**src/rtl/sbus_pkg.sv**
```systemverilog
// Package for the SBUS frame decoder: frame layout constants, register
// indexes, reset values and the sequencer state type.
// No dependencies.
package sbus_pkg;

    localparam int unsigned DataLen  = 22;             // data bytes per frame
    localparam int unsigned DataBits = DataLen * 8;    // 176 packed bits
    localparam int unsigned NumCh    = 16;
    localparam int unsigned ChBits   = 11;
    localparam int unsigned ProdBits = ChBits + 16;    // raw * factor
    localparam int unsigned FracBits = 12;             // Q4.12 factor

    localparam logic [7:0] HdrByte = 8'h0F;
    localparam logic [4:0] PosHunt = 5'd0;
    localparam logic [4:0] PosFlag = 5'd23;

    localparam logic [3:0] LastCh  = 4'(NumCh - 1);
    localparam logic [ProdBits:0] RoundBias = (ProdBits + 1)'(1 << (FracBits - 1));

    localparam int unsigned CfgIdxW = 8;
    localparam logic [CfgIdxW-1:0] CfgScaleFactor = 8'd0;
    localparam logic [CfgIdxW-1:0] CfgScaleOffset = 8'd1;

    localparam logic [15:0] FactorReset = 16'd2560;
    localparam logic [15:0] OffsetReset = 16'd880;

    typedef enum logic [3:0] {
        ST_RECV = 4'b0001,   // taking bytes
        ST_MUL  = 4'b0010,   // multiply current channel
        ST_SUM  = 4'b0100,   // round, add offset, load output
        ST_OUT  = 4'b1000    // result waiting on the master side
    } state_t;

endpackage

```
**src/rtl/sbus_scale.sv**
```systemverilog
// Shared scaling unit of the SBUS frame decoder: registered multiply of a
// raw channel by the Q4.12 factor, then round, shift and offset add.
// Depends on sbus_pkg.
module sbus_scale (
    input  logic                              aclk,
    input  logic                              mul_en,
    input  logic [sbus_pkg::ChBits-1:0]       raw,
    input  logic [15:0]                       factor,
    input  logic [15:0]                       offset,
    output logic [15:0]                       value
);

    logic [sbus_pkg::ProdBits-1:0] prod_reg;
    logic [sbus_pkg::ProdBits:0]   biased;

    always_ff @(posedge aclk) begin
        if (mul_en) begin
            prod_reg <= {16'b0, raw} * {{sbus_pkg::ChBits{1'b0}}, factor};
        end
    end

    assign biased = {1'b0, prod_reg} + sbus_pkg::RoundBias;
    // floor((p + 2048) / 4096) plus offset, wrapping at 16 bits
    assign value  = biased[sbus_pkg::ProdBits -: 16] + offset;

endmodule

```
**src/rtl/sbus_frame_decoder.sv**
```systemverilog
// SBUS frame decoder, top level: byte hunt and capture, channel sequencer,
// output register and configuration registers.
// Depends on sbus_pkg and sbus_scale.
//
// Bytes enter one per cycle on s_ while the block hunts or collects the 22
// data bytes. The flag byte starts the channel pass: s_tready stays low while
// sixteen channels go one after another through the single multiplier of
// sbus_scale, each through the states multiply, round and offset, and output,
// plus any wait on m_tready. Channel 15 is marked with m_tlast. Config writes
// (index 0 scale_factor, 1 scale_offset, other indexes ignored) are always
// accepted and must only come while idle.
module sbus_frame_decoder (
    input  logic                             aclk,
    input  logic                             aresetn,
    // config write channel
    input  logic                             cfg_valid,
    output logic                             cfg_ready,
    input  logic [sbus_pkg::CfgIdxW-1:0]     cfg_index,
    input  logic [15:0]                      cfg_data,
    // byte input
    input  logic                             s_tvalid,
    output logic                             s_tready,
    input  logic [7:0]                       s_tdata,   // [7:0] rx_byte
    // channel results
    output logic                             m_tvalid,
    input  logic                             m_tready,
    output logic [31:0]                      m_tdata,   // [3:0] channel_index,
                                                        // [19:4] channel_value,
                                                        // [27:20] frame_flags
    output logic                             m_tlast
);

    sbus_pkg::state_t state_reg, state_next;

    logic [4:0]                    pos_reg, pos_next;
    logic [3:0]                    ch_reg, ch_next;
    logic [sbus_pkg::DataBits-1:0] data_reg;
    logic [7:0]                    flags_reg;
    logic [15:0]                   value_reg;
    logic [15:0]                   factor_reg;
    logic [15:0]                   offset_reg;
    logic [15:0]                   scaled;
    logic                          s_acc;
    logic                          m_acc;
    logic                          hunting;

    assign s_tready  = (state_reg == sbus_pkg::ST_RECV);
    assign m_tvalid  = (state_reg == sbus_pkg::ST_OUT);
    assign cfg_ready = 1'b1;
    assign s_acc     = s_tvalid && s_tready;
    assign m_acc     = m_tvalid && m_tready;
    assign hunting   = (pos_reg == sbus_pkg::PosHunt) || (pos_reg > sbus_pkg::PosFlag);

    assign m_tdata = {4'b0, flags_reg, value_reg, ch_reg};
    assign m_tlast = (ch_reg == sbus_pkg::LastCh);

    sbus_scale u_scale (
        .aclk   (aclk),
        .mul_en (state_reg == sbus_pkg::ST_MUL),
        .raw    (data_reg[sbus_pkg::ChBits-1:0]),
        .factor (factor_reg),
        .offset (offset_reg),
        .value  (scaled)
    );

    always_comb begin
        state_next = state_reg;
        pos_next   = pos_reg;
        ch_next    = ch_reg;
        unique case (state_reg)
            sbus_pkg::ST_RECV: begin
                if (s_acc) begin
                    if (hunting) begin
                        pos_next = (s_tdata == sbus_pkg::HdrByte) ? 5'd1 : sbus_pkg::PosHunt;
                    end else if (pos_reg < sbus_pkg::PosFlag) begin
                        pos_next = pos_reg + 5'd1;
                    end else begin
                        pos_next   = sbus_pkg::PosHunt;
                        ch_next    = 4'd0;
                        state_next = sbus_pkg::ST_MUL;
                    end
                end
            end
            sbus_pkg::ST_MUL: state_next = sbus_pkg::ST_SUM;
            sbus_pkg::ST_SUM: state_next = sbus_pkg::ST_OUT;
            sbus_pkg::ST_OUT: begin
                if (m_acc) begin
                    if (m_tlast) begin
                        state_next = sbus_pkg::ST_RECV;
                    end else begin
                        ch_next    = ch_reg + 4'd1;
                        state_next = sbus_pkg::ST_MUL;
                    end
                end
            end
            default: state_next = sbus_pkg::ST_RECV;
        endcase
    end

    always_ff @(posedge aclk) begin
        if (!aresetn) begin
            state_reg  <= sbus_pkg::ST_RECV;
            pos_reg    <= sbus_pkg::PosHunt;
            ch_reg     <= 4'd0;
            factor_reg <= sbus_pkg::FactorReset;
            offset_reg <= sbus_pkg::OffsetReset;
        end else begin
            state_reg <= state_next;
            pos_reg   <= pos_next;
            ch_reg    <= ch_next;
            if (cfg_valid && cfg_ready) begin
                if (cfg_index == sbus_pkg::CfgScaleFactor) begin
                    factor_reg <= cfg_data;
                end else if (cfg_index == sbus_pkg::CfgScaleOffset) begin
                    offset_reg <= cfg_data;
                end
            end
        end
    end

    // Data bytes shift in from the top, so after 22 bytes byte 0 sits lowest;
    // each delivered channel shifts the next one down to bit 0.
    always_ff @(posedge aclk) begin
        if (s_acc && !hunting) begin
            if (pos_reg < sbus_pkg::PosFlag) begin
                data_reg <= {s_tdata, data_reg[sbus_pkg::DataBits-1:8]};
            end else begin
                flags_reg <= s_tdata;
            end
        end else if (m_acc) begin
            data_reg <= {{sbus_pkg::ChBits{1'b0}}, data_reg[sbus_pkg::DataBits-1:sbus_pkg::ChBits]};
        end
        if (state_reg == sbus_pkg::ST_SUM) begin
            value_reg <= scaled;
        end
    end

    a_no_overlap: assert property (@(posedge aclk) disable iff (!aresetn)
        !(m_tvalid && s_tready))
        else $error("input taken during channel pass");

    a_flag_starts_pass: assert property (@(posedge aclk) disable iff (!aresetn)
        s_acc && !hunting && (pos_reg == sbus_pkg::PosFlag) |=> !s_tready && (ch_reg == 4'd0))
        else $error("flag byte did not start channel pass at channel 0");

    a_last_returns: assert property (@(posedge aclk) disable iff (!aresetn)
        m_acc && m_tlast |=> s_tready && (pos_reg == sbus_pkg::PosHunt))
        else $error("block did not return to hunting after last channel");

    a_pos_range: assert property (@(posedge aclk) disable iff (!aresetn)
        pos_reg <= sbus_pkg::PosFlag)
        else $error("frame position out of range");

endmodule

```
**config.mk**
```make
export PLATFORM = sky130hd
export DESIGN_NAME = sbus_frame_decoder
export DESIGN_NICKNAME = d
export VERILOG_FILES = /design/src/rtl/sbus_pkg.sv /design/src/rtl/sbus_scale.sv /design/src/rtl/sbus_frame_decoder.sv
export SDC_FILE = /design/constraint.sdc
export NUM_CORES = 1
export LEC_CHECK = 0
export BUFFER_PORTS_ARGS = -buffer_cell sky130_fd_sc_hd__buf_2
export CAP_MARGIN = 40
export CORE_MARGIN = 3
export CORE_UTILIZATION = 38
export CTS_CLUSTER_DIAMETER = 50
export DETAILED_ROUTE_END_ITERATION = 10
export REMOVE_ABC_BUFFERS = 1
export SETUP_SLACK_MARGIN = 0.5
export SYNTH_ARGS = -nofsm -noshare
export SYNTH_HDL_FRONTEND = slang
export SYNTH_SLANG_ARGS = --single-unit
export TNS_END_PERCENT = 1
```
**constraint.sdc**
```tcl
create_clock -name aclk -period 11 [get_ports aclk]
set_input_delay 0.55 -clock aclk [delete_from_list [all_inputs] [get_ports aclk]]
set_output_delay 0.55 -clock aclk [all_outputs]
set_load 0.02 [all_outputs]
```
==> impl_metrics.json <==
{
  "post-route-min-period_ps": 5970,
  "pwr-share-clk_pct": 50.2,
  "vias": 11500,
  "pwr_density_cell_nw_per_um2": 117,
  "finClkSkew_ps": 15.5,
  "hold_viol": 0,
  "r2r_setup_slack_ps": 5030,
  "yosys.area_share.simple_pct": 22.0,
  "synth.area.mux_share_pct": 1.96,
  "period_share_pct": 54.3,
  "wl_met2_mm": 16.5,
  "critPathMaxStageDelay_ps": 670,
  "cts-htree-levels": 2,
  "ys_seq_area_share_pct": 43.6,
  "maxCapViolations": 0,
  "path_cells": "nand2_1, fa_1, inv_1, fa_1, fa_1, fa_1, inv_1, fa_1, inv_1, ha_1, a211oi_1, nand2_1, a31oi_1, a21oi_1, o31ai_1, o21ai_0, xor2_1",
  "highest_layer": "met4",
  "final_cell_area_um2": 19000,
  "grt_max_degree": 82,
  "grt_pass1_vias": 11900,
  "drc": 0,
  "largest_reg_flops": 176,
  "cts_buffer_depth": 3,
  "ys.flop_type": "edfxtp_1",
  "synth-edff-count": 216,
  "core_area_um2": 43600,
  "max_slew_margin_pct": 46.0,
  "cts_buffers": 35,
  "ys_types": 61,
  "crit_path_max_fanout": 16,
  "critical_path_class": "flop to flop",
  "synth_seq_cells": 261,
  "final_core_util_pct": 43.6,
  "placementRows": 76,
  "p_leak_nw": 8.37,
  "seq_power_share_pct": 47.8,
  "switchingPower_w": 0.000451,
  "place_congestion": 0.843,
  "ios": 73,
  "final_common_cell": "nand2_1",
  "combPwrFrac_pct": 2.0,
  "clk_pin_slew_ps": 60,
  "tightest_slew_ps": 809,
  "crit_path_frequent_cell": "fa_1",
  "dp_cells": 2319,
  "grt_first_pass_wirelength_mm": 57.0,
  "hold_path_class": "input pin to flop",
  "hold_buffers": 0,
  "wl_per_cell_um": 13.9,
  "worstSetupStartpointType": "flop",
  "tns_ps": 0,
  "drive_above_1_share_pct": 7.92,
  "cts.sinks": 261,
  "fillers": 4297,
  "synth-compound-area-share_pct": 4.01,
  "dr.pass1.iters": 5,
  "rsz0062_at_grt": "false",
  "route.met3.wl_mm": 1.16,
  "track_usage_pct": 14.4,
  "finalNetCount": 2014,
  "final_cells": 2379,
  "max-vdd-ir-drop_v": 0.000117,
  "synth_xor_area_share_pct": 2.12,
  "end_kind": "flop",
  "yosys.area_share.adder_pct": 20.8,
  "syn-instance-count": 1730,
  "status": "finished clean",
  "ant_nets": 0,
  "cts_tree": "built",
  "via_per_inst": 4.82,
  "insertion_delay_ps": 510,
  "worstPathRequired_ps": 11260,
  "wl_met1_mm": 14.7,
  "setup_viol": 0,
  "crit_slowest_cell": "edfxtp_1",
  "post_dp_cell_area_um2": 17900,
  "root_buffer": "clkbuf_16",
  "die_h_um": 217,
  "intPower_w": 0.00177,
  "syn_area_um2": 16900,
  "antenna_found_initial": 0,
  "post-cts-setup-buffer-count": 0,
  "fp.dieArea_um2": 47100,
  "wirelength_mm": 33.0,
  "initialDrtViolationCount": 721,
  "hold_ws_ps": 240,
  "fmax_mhz": 167,
  "portBuffers": 67,
  "synth_top_family_by_area": "simple AND/OR/NAND/NOR gates",
  "arrival_ps": 6230,
  "dieWidth_um": 217,
  "synth.avg_cell_area_um2": 9.79,
  "overflow": 0,
  "layout_common_cells": "611 x nand2_1, 216 x edfxtp_1, 159 x inv_1, 125 x fa_1, 109 x and2_1",
  "switching_share_pct": 20.3,
  "dp_hpwl_mm": 23.2,
  "maxSlewViolCount": 0,
  "area_delta_synth_final_pct": 12.2,
  "synthArstFlopShare_pct": 0,
  "initial_utilization_pct": 38.9,
  "yosys_warnings": 0,
  "cts_resized": 0
}
-- stage by stage --
step / setup slack [ps] / power, W
floorplan: 1960 / 0.00111
global placement: 5230 / 0.00113
detailed placement: 5030 / 0.00113
CTS: 5030 / 0.00225
global route: 4660 / 0.00230
finish: 5030 / 0.00222
-- worst max-delay path: cells and delay by family, from the launching register on --
family	cells	cell delay (ps)
XOR/XNOR	1	160
AO/OA/AOI/OAI	5	1450
flip-flops	1	670
adder cells (fa/ha/maj)	6	3040
AND/OR/NAND/NOR	2	250
buffers and inverters	3	150
-- cells in the mapped netlist, types with 2 or more instances --
cell	count	area (µm²)
nor2_2	2	12.5
and3_1	6	37.5
and4_1	4	35.0
nand4_1	6	37.5
inv_1	159	597
or3_1	2	12.5
nor2_1	27	101
o21ai_0	26	130
nand2b_1	7	43.8
edfxtp_1	216	6490
and2_1	109	682
o21a_1	7	52.6
a211oi_1	8	60.1
nor3_1	5	25.0
dfxtp_1	45	901
fa_1	125	2500
nor3b_1	2	15.0
a32oi_1	2	17.5
ha_1	81	1010
o31ai_1	2	15.0
nand2_1	612	2300
a22oi_1	3	22.5
o21ai_1	2	10.0
xnor2_1	30	263
o211ai_1	4	30.0
nor4_1	3	18.8
a21o_1	8	60.1
nand4b_1	3	26.3
mux2i_1	32	320
a221oi_1	2	17.5
nand3_1	10	50.1
a21oi_1	25	125
nor4b_1	4	35.0
nor2b_1	34	213
buf_2	17	85.1
a211o_1	2	17.5
clkbuf_1	55	206
conb_1	2	7.51
o21bai_1	3	22.5
a31oi_1	3	18.8
xor2_1	11	96.3
buf_4	5	37.5
-- cell families after synthesis --
family	Yosys count
simple gates	843
xor+xnor	41
other cells	2
buf+inv	238
compound gates	106
flops	261
mux	33
fa+ha+maj	206
-- layer usage --
layer	up-vias	global-route usage, %
met5	-	0
li1	5636	-
met4	0	3.28
met1	5631	18.6
met3	51	2.40
met2	145	25.3
-- cell type report --
cell class,count,area [µm²],share of cell area [%]
Tap cell,585,732,3.85
Clock buffer,42,923,4.86
Inverter,160,602,3.17
Timing Repair Buffer,79,493,2.59
Antenna cell,1,2.50,0.0132
Clock inverter,17,211,1.11
Sequential cell,261,7390,38.9
Multi-Input combinational cell,1234,8650,45.5
-- worst paths after layout --
path                                        endpoint  depth (start not counted)     startpoint
worst max-delay path            u_scale.prod_reg[25]                         17    data_reg[5]
worst max register to register  u_scale.prod_reg[25]                         17    data_reg[5]
worst min register to register         offset_reg[8]                          2  offset_reg[8]
worst min-delay path                    flags_reg[5]                          1     s_tdata[5]
-- power groups by stage --
stage | clock (W) | combinational (W) | sequential [W]
floorplan | 0 | 0.0000269 | 0.00108
global placement | 0 | 0.0000451 | 0.00108
detailed placement | 0 | 0.0000457 | 0.00108
CTS | 0.00114 | 0.0000460 | 0.00106
global route | 0.00118 | 0.0000511 | 0.00106
finish | 0.00111 | 0.0000455 | 0.00106
(Power assumes the default switching activity.)
